==> src/rtl/tlptw_pkg.sv <==
// ----------------------------------------------------------------------------
// tlptw_pkg
// Types and codes shared by the page table walker and its checker.
// ----------------------------------------------------------------------------
`default_nettype none

package tlptw_pkg;

  typedef logic [63:0] va_t;
  typedef logic [39:0] pa_t;
  typedef logic [63:0] desc_t;

  localparam logic OP_START = 1'b0;
  localparam logic OP_DATA  = 1'b1;

  localparam logic KIND_REQ  = 1'b0;
  localparam logic KIND_DONE = 1'b1;

  localparam logic [1:0] FLT_REGION = 2'd0;
  localparam logic [1:0] FLT_L1     = 2'd1;
  localparam logic [1:0] FLT_L2     = 2'd2;
  localparam logic [1:0] FLT_L3     = 2'd3;
  localparam logic [1:0] FLT_NONE   = 2'd0;

  localparam logic [1:0] DESC_VALID = 2'b11;
  localparam int         DESC_SHIFT = 3;

  typedef struct packed {
    logic       kind;
    pa_t        read_addr;
    logic       fault;
    logic [1:0] fault_level;
    pa_t        phys_addr;
    desc_t      leaf_entry;
    va_t        next_virt_addr;
  } res_t;

endpackage

`default_nettype wire

==> src/rtl/three_level_page_table_walker_top.sv <==
// ----------------------------------------------------------------------------
// three_level_page_table_walker_top
// Three-level page table walker with a 16 KiB granule.
//
// The input channel carries start transfers (a virtual address) and read
// data transfers (a descriptor fetched from memory). The result channel
// carries descriptor read requests and a finish transfer with the physical
// address or the fault, the leaf descriptor and its address, and the next
// virtual address to probe. The walker issues one read request per level
// and waits for its data to come back on the input channel; memory latency
// lies outside the block.
// Each input transfer is handled in one pass of logic between the input
// ports and the result register: a result appears in the cycle after its
// input transfer, and one transfer can be taken every cycle while the
// input channel is not stalled. Transfers that give no result (a start
// while busy, data while idle) are still taken. When the receiver stalls,
// the result register holds and the input channel stalls until it is taken.
// Reset clears the walk state, the table base and the result valid flag.
// ----------------------------------------------------------------------------
`default_nettype none

module three_level_page_table_walker_top #(
  parameter int L1_INDEX_BITS = 3,
  parameter int L2_INDEX_BITS = 11,
  parameter int L3_INDEX_BITS = 11,
  parameter int PAGE_BITS     = 14,
  parameter int PA_BITS       = 40
) (
  input  wire logic             clk,
  input  wire logic             rst_n,
  input  wire logic             cfg_wr_en,
  input  tlptw_pkg::pa_t        cfg_wr_data,
  input  wire logic             in_valid,
  output logic                  in_stall,
  input  wire logic             in_operation,
  input  tlptw_pkg::va_t        in_virt_addr,
  input  tlptw_pkg::desc_t      in_read_data,
  output logic                  out_valid,
  input  wire logic             out_stall,
  output logic                  out_kind,
  output tlptw_pkg::pa_t        out_read_addr,
  output logic                  out_fault,
  output logic [1:0]            out_fault_level,
  output tlptw_pkg::pa_t        out_phys_addr,
  output tlptw_pkg::desc_t      out_leaf_entry,
  output tlptw_pkg::va_t        out_next_virt_addr
);

  import tlptw_pkg::*;

  localparam int SHIFT_L1    = L2_INDEX_BITS + L3_INDEX_BITS + PAGE_BITS;
  localparam int SHIFT_L2    = L3_INDEX_BITS + PAGE_BITS;
  localparam int REGION_BITS = L1_INDEX_BITS + SHIFT_L1;
  localparam int PA_W        = (PA_BITS < 40) ? PA_BITS : 40;

  localparam pa_t PA_MASK    = {40{1'b1}} >> (40 - PA_W);
  localparam pa_t OFF_MASK   = (40'd1 << PAGE_BITS) - 40'd1;
  localparam pa_t FRAME_MASK = PA_MASK & ~OFF_MASK;

  localparam va_t SPAN_L1     = 64'd1 << SHIFT_L1;
  localparam va_t SPAN_L2     = 64'd1 << SHIFT_L2;
  localparam va_t SPAN_L3     = 64'd1 << PAGE_BITS;
  localparam va_t REGION_BASE = {64{1'b1}} << REGION_BITS;

  typedef enum logic [1:0] {ST_IDLE, ST_L1, ST_L2, ST_L3} state_t;

  state_t state_r, state_nxt;
  pa_t    table_base_r;
  va_t    saved_vaddr_r, saved_vaddr_nxt;
  pa_t    leaf_addr_r, leaf_addr_nxt;
  logic   out_valid_r, res_vld;
  res_t   out_r, res;

  logic   take_in;
  logic   in_region;
  logic   desc_ok;
  pa_t    desc_frame;
  pa_t    l1_off, l2_off, l3_off;
  pa_t    req_addr;

  assign in_stall  = out_valid_r && out_stall;
  assign take_in   = in_valid && !in_stall;
  assign in_region = &in_virt_addr[63:REGION_BITS];
  assign desc_ok   = (in_read_data[1:0] & DESC_VALID) == DESC_VALID;
  assign desc_frame = in_read_data[39:0] & FRAME_MASK;

  assign l1_off = 40'(in_virt_addr[SHIFT_L1 +: L1_INDEX_BITS]) << DESC_SHIFT;
  assign l2_off = 40'(saved_vaddr_r[SHIFT_L2 +: L2_INDEX_BITS]) << DESC_SHIFT;
  assign l3_off = 40'(saved_vaddr_r[PAGE_BITS +: L3_INDEX_BITS]) << DESC_SHIFT;

  always_comb begin
    state_nxt       = state_r;
    saved_vaddr_nxt = saved_vaddr_r;
    leaf_addr_nxt   = leaf_addr_r;
    res_vld         = 1'b0;
    res             = '0;
    req_addr        = '0;
    if (take_in) begin
      if (in_operation == OP_START) begin
        if (state_r == ST_IDLE) begin
          res_vld = 1'b1;
          if (!in_region) begin
            res.kind           = KIND_DONE;
            res.fault          = 1'b1;
            res.fault_level    = FLT_REGION;
            res.next_virt_addr = REGION_BASE;
          end else begin
            saved_vaddr_nxt = in_virt_addr;
            state_nxt       = ST_L1;
            res.kind        = KIND_REQ;
            res.read_addr   = (table_base_r + l1_off) & PA_MASK;
          end
        end
      end else begin
        unique case (state_r)
          ST_IDLE: begin
          end
          ST_L1: begin
            res_vld = 1'b1;
            if (!desc_ok) begin
              state_nxt          = ST_IDLE;
              res.kind           = KIND_DONE;
              res.fault          = 1'b1;
              res.fault_level    = FLT_L1;
              res.next_virt_addr = (saved_vaddr_r & ~(SPAN_L1 - 64'd1)) + SPAN_L1;
            end else begin
              state_nxt     = ST_L2;
              res.kind      = KIND_REQ;
              res.read_addr = (desc_frame + l2_off) & PA_MASK;
            end
          end
          ST_L2: begin
            res_vld = 1'b1;
            if (!desc_ok) begin
              state_nxt          = ST_IDLE;
              res.kind           = KIND_DONE;
              res.fault          = 1'b1;
              res.fault_level    = FLT_L2;
              res.next_virt_addr = (saved_vaddr_r & ~(SPAN_L2 - 64'd1)) + SPAN_L2;
            end else begin
              req_addr      = (desc_frame + l3_off) & PA_MASK;
              state_nxt     = ST_L3;
              leaf_addr_nxt = req_addr;
              res.kind      = KIND_REQ;
              res.read_addr = req_addr;
            end
          end
          ST_L3: begin
            res_vld            = 1'b1;
            state_nxt          = ST_IDLE;
            res.kind           = KIND_DONE;
            res.read_addr      = leaf_addr_r;
            res.leaf_entry     = in_read_data;
            res.next_virt_addr = (saved_vaddr_r & ~(SPAN_L3 - 64'd1)) + SPAN_L3;
            if (!desc_ok) begin
              res.fault       = 1'b1;
              res.fault_level = FLT_L3;
            end else begin
              res.fault_level = FLT_NONE;
              res.phys_addr   = desc_frame | (saved_vaddr_r[39:0] & OFF_MASK);
            end
          end
          default: begin
          end
        endcase
      end
    end
  end

  always_ff @(posedge clk) begin
    if (!rst_n) begin
      state_r       <= ST_IDLE;
      table_base_r  <= '0;
      saved_vaddr_r <= '0;
      leaf_addr_r   <= '0;
      out_valid_r   <= 1'b0;
    end else begin
      state_r       <= state_nxt;
      saved_vaddr_r <= saved_vaddr_nxt;
      leaf_addr_r   <= leaf_addr_nxt;
      if (cfg_wr_en) begin
        table_base_r <= cfg_wr_data;
      end
      if (!out_valid_r || !out_stall) begin
        out_valid_r <= res_vld;
      end
    end
  end

  always_ff @(posedge clk) begin
    if (!out_valid_r || !out_stall) begin
      out_r <= res;
    end
  end

  assign out_valid          = out_valid_r;
  assign out_kind           = out_r.kind;
  assign out_read_addr      = out_r.read_addr;
  assign out_fault          = out_r.fault;
  assign out_fault_level    = out_r.fault_level;
  assign out_phys_addr      = out_r.phys_addr;
  assign out_leaf_entry     = out_r.leaf_entry;
  assign out_next_virt_addr = out_r.next_virt_addr;

endmodule

`default_nettype wire

==> config.mk <==
export PLATFORM = sky130hd
export DESIGN_NAME = three_level_page_table_walker_top
export DESIGN_NICKNAME = d
export VERILOG_FILES = /design/src/rtl/tlptw_pkg.sv /design/src/rtl/three_level_page_table_walker_top.sv
export SDC_FILE = /design/constraint.sdc
export NUM_CORES = 1
export LEC_CHECK = 0
export ABC_CLOCK_PERIOD_IN_PS = 19100
export BUFFER_PORTS_ARGS = -buffer_cell sky130_fd_sc_hd__buf_2
export CORE_ASPECT_RATIO = 0.5
export CORE_UTILIZATION = 55
export CTS_BUF_LIST = sky130_fd_sc_hd__clkbuf_8 sky130_fd_sc_hd__clkbuf_16
export DETAILED_ROUTE_END_ITERATION = 8
export GPL_ROUTABILITY_DRIVEN = 0
export HOLD_SLACK_MARGIN = 0.02
export PLACE_DENSITY = 0.82
export SYNTH_ARGS = -nofsm -noshare
export SYNTH_HDL_FRONTEND = slang
export SYNTH_SLANG_ARGS = --single-unit
==> constraint.sdc <==
create_clock -name clk -period 19.1 [get_ports clk]
set_input_delay 2.865 -clock clk [delete_from_list [all_inputs] [get_ports clk]]
set_output_delay 2.865 -clock clk [all_outputs]
set_load 0.05 [all_outputs]
# Word level (Yosys, flattened, before mapping)
# Index checks and enable logic that the tools add are counted.
word_totals:
  ff_bits: 359
  inputBits: 174
classes:
  n_addsub: 6
  eq_ne: 5
  muxes: 28
  bitwise: 2
  reduce_logical: 16
ops:
  columns: ["op", "n"]
  rows:
  - ["2-to-1 mux 64 bit", 5]
  - ["case mux 64 bit (3 select lines)", 1]
  - ["case mux 44 bit (3 select lines)", 1]
  - ["2-to-1 mux 40 bit", 3]
  - ["2-to-1 mux 44 bit", 2]
  - ["adder 40 x 14 -> 40 bit", 2]
  - ["adder 64 x 15 -> 64 bit, second input constant", 1]
  - ["adder 64 x 26 -> 64 bit, second input constant", 1]
  - ["adder 64 x 37 -> 64 bit, second input constant", 1]
  - ["adder 40 x 6 -> 40 bit", 1]
  - ["OR 40 x 14 -> 40 bit", 1]
  - ["AND reduction 28 bit", 1]
  - ["AND reduction 25 bit", 1]
  - ["2-to-1 mux 2 bit", 6]
  - ["AND reduction 4 bit", 3]
  - ["2-to-1 mux 3 bit", 3]
  - ["== test 2 bit, second input constant", 3]
  - ["2-to-1 mux 1 bit", 6]
  - ["case mux 2 bit (3 select lines)", 1]
  - ["inequality test 4 x 1 -> 1 bit, second input constant", 1]
  - ["nonzero test 2 bit", 2]
  - ["logical NOT 1 bit", 3]
  - ["AND reduction 3 bit", 1]
  - ["OR reduction 3 bit", 1]
  - ["5 further kinds", 6]

# Depth between registers and ports, before layout
logic_depth:
  ltp_word: 5
  depth_mapped: 9
  depth_no_buf: 9

# Worst setup path before layout
# Ideal clock, no wire load.
synth_path:
  path_type: "input to output"
  start: "input port out_stall"
  end: "output port in_stall"
  arrival_ns: 8.645
  path_slack_ns: 7.590
  cell_stages: 2
  n_path_buf: 0
  cell_sequence: "nand2_1 > inv_1"
synth_between:
  elab_chain_len: 1
synth_rtl:
  columns: ["element", "line", "rtl"]
  rows:
  - ["start, declared", "three_level_page_table_walker_top.sv:39", "input wire logic out_stall,"]
  - ["logical AND 1 bit", "three_level_page_table_walker_top.sv:81", "assign in_stall = out_valid_r && out_stall;"]
  - ["end, declared", "three_level_page_table_walker_top.sv:34", "output logic in_stall,"]
# No other way between the ends.

# Worst setup path in the final report
# Same ends and word-level chain as after synthesis.

==> flow_metrics.tcl <==
set metrics [dict create \
    multi_input_area_mm2 0.00648 \
    worst_slack_ns 12.36 \
    hp-class "reg -> reg" \
    powerDensity_mw_per_mm2 83.2 \
    dieArea_mm2 0.0295 \
    synth_ff_type "edfxtp_1" \
    cts-root-buf "clkbuf_16" \
    yosysTopAreaCell "edfxtp_1" \
    worstPathArrival_ns 3.88 \
    wl_per_cell_um 20.0 \
    clock_skew_ns 0.0118 \
    switching_share 0.253 \
    setup_viol 0 \
    start_util 0.565 \
    cts_setup_buffers 0 \
    pwr-share-seq 0.516 \
    vias_per_cell 5.89 \
    status "finished clean" \
    hpwl_um 30000 \
    fin_crit_sh 0.353 \
    grt_util_all_layers 0.292 \
    ys_ff_latch 342 \
    tightest_slew_ns 1.14 \
    synth_edf_count 198 \
    cp-end-kind "output port" \
    period_needed_ns 6.74 \
    initialDrtViolationCount 1419 \
    drive_above_1_share 0.243 \
    fill_cells 2187 \
    routed_wl_um 45100 \
    grt_pass1_wl_um 67700 \
    portBuffers 373 \
    switching_power_mw 0.396 \
    fmax_ghz 0.148 \
    layout_commonest_cell "buf_2" \
    grt_max_degree 92 \
    vdd_drop_max_mv 0.0624 \
    nNetsFinal 2025 \
    std_cell_rows 43 \
    dp_cells 2194 \
    ant_nets 0 \
    die_h_um 122 \
    drt_pass1_iterations 6 \
    avgSynthCellArea_um2 10.3 \
    postCtsHoldBufs 0 \
    clk_latency_ns 0.57 \
    cts_tree "built" \
    vias 13300 \
    final.setup.tns_ns 0 \
    io_pins 388 \
    cp.required_ns 16.23 \
    pwr-share-clk 0.394 \
    yosys_warnings 0 \
    die_w_um 242 \
    netlist.area_leader.share 0.376 \
    timing.final.max_slew_violations 0 \
    final_cells 2252 \
    synth_cell_types 72 \
    maxSlewHeadroom 0.240 \
    layout_common_cells "372 x buf_2, 247 x nand2_1, 198 x edfxtp_1" \
    place_ws_ns 12.35 \
    rsz0062_at_grt "no" \
    grt_pass1_vias 11800 \
    ys_seq_area_frac 0.558 \
    crit_type "in -> out" \
    cap_violations 0 \
    cts.path.max_buffers 3 \
    regArea_mm2 0.00883 \
    async_flop_share 0 \
    p_comb_frac 0.090 \
    clk_pin_slew_ns 0.07 \
    cts_buffers 30 \
    synth_area_leaders "edfxtp_1 38%, dfxtp_1 18%, nand2_1 5.9%, a21boi_1 3.4%, and3_1 3.3%" \
    clock_sinks 342 \
    critPathLaunchType "input port" \
    fp.coreArea_mm2 0.0280 \
    grt_overflow_total 0 \
    netlist_instances 1536 \
    cts_resized 0 \
    leakagePower_nw 7.93 \
    antenna_found_initial 2 \
    drc_errors 0 \
    netlist_area_mm2 0.0158 \
    p_int_mw 1.17 \
    crit_fanout 60 \
    area.growth.synth_to_final_pct 18.9 \
    finalHoldViolCount 0 \
    cts_max_level 1 \
]
-- state kept, by name, indices dropped and copies added, names as in the netlist --
name,count
out_leaf_entry,64
saved_vaddr_r,64
out_next_virt_addr,50
out_phys_addr,40
out_read_addr,40
table_base_r,40
leaf_addr_r,37
out_fault_level,2
state_r,2
out_fault,1
out_kind,1
out_valid,1
-- critical path, cell delays in order --
cell     delay (ns)
buf_2          0.11
nand2_4        0.53
inv_1          0.09
buf_2          0.24
-- area by class of cell --
cell class	instances	share of cell area
clock inverters	21	0.00752
multi-input cells	1072	0.345
flip-flops and latches	342	0.470
inverters	11	0.00220
well taps	382	0.0254
repair buffers	387	0.105
diodes	2	0.000266
clock buffers	35	0.0454
-- cells in the mapped netlist, types with 5 or more instances --
cell      count
a211oi_1      7
a21boi_0      8
a21boi_1     72
a21oi_1      36
a22oi_1      39
a31oi_1      10
and2_1       53
and3_1       83
and4_1       12
buf_1         9
buf_2        18
buf_4        16
clkbuf_1     81
dfxtp_1     144
edfxtp_1    198
ha_1          6
inv_1        10
mux2i_1      40
nand2_1     248
nand3_1      42
nand4_1      24
nor2_1       56
nor2b_1      45
nor3_1       24
nor4_1        5
o211ai_1      7
o21a_1       25
o21ai_0      48
o21ai_1      24
o221ai_1      9
o22ai_1      17
xnor2_1      29
xor2_1       31
-- power by group through the flow --
stage	logic (mW)	clock network (mW)	registers, mW
final	0.141	0.616	0.807
after global routing	0.147	0.650	0.808
after CTS	0.141	0.620	0.807
after detailed placement	0.140	0	0.823
after global placement	0.140	0	0.822
after floorplan	0.0382	0	0.883
-- per-stage QoR --
step | instance area (µm²) | power [mW] | hold WS, ns | utilization
detailed placement | 17800 | 0.963 | 0.441 | 0.636
global placement | 17800 | 0.962 | 0.437 | 0.636
global route | 18800 | 1.61 | 0.470 | 0.672
CTS | 18800 | 1.57 | 0.450 | 0.672
finish | 18800 | 1.56 | 0.448 | 0.672
floorplan | 15900 | 0.921 | 0.430 | -
-- routing by layer --
metal | share of wire | up-vias | wire (µm) | track usage
li1 | - | 6130 | - | -
met1 | 0.42 | 6407 | 18800 | 0.408
met2 | 0.49 | 667 | 21900 | 0.484
met3 | 0.078 | 68 | 3510 | 0.0430
met4 | 0.020 | 0 | 884 | 0.0700
met5 | 0 | - | 0 | 0
-- path summary, 6_finish.rpt --
kind	start	endpoint	slack, ns	cells after the start
setup / recovery	out_stall	in_stall	12.36	4
hold / removal	saved_vaddr_r[10]	saved_vaddr_r[10]	0.45	2
setup reg to reg	state_r[0]	out_phys_addr[28]	15.19	7
hold reg to reg	saved_vaddr_r[10]	saved_vaddr_r[10]	0.45	2
-- kinds of logic after synthesis --
family	count (synthesis)	synth area share
compound gates	336	0.144
mux	40	0.0253
xor+xnor	60	0.0332
fa+ha+maj	7	0.00601
flops	342	0.558
other cells	1	0.000237
simple gates	615	0.196
buf+inv	135	0.0373
No activity file was read; power rests on OpenSTA's default activity.
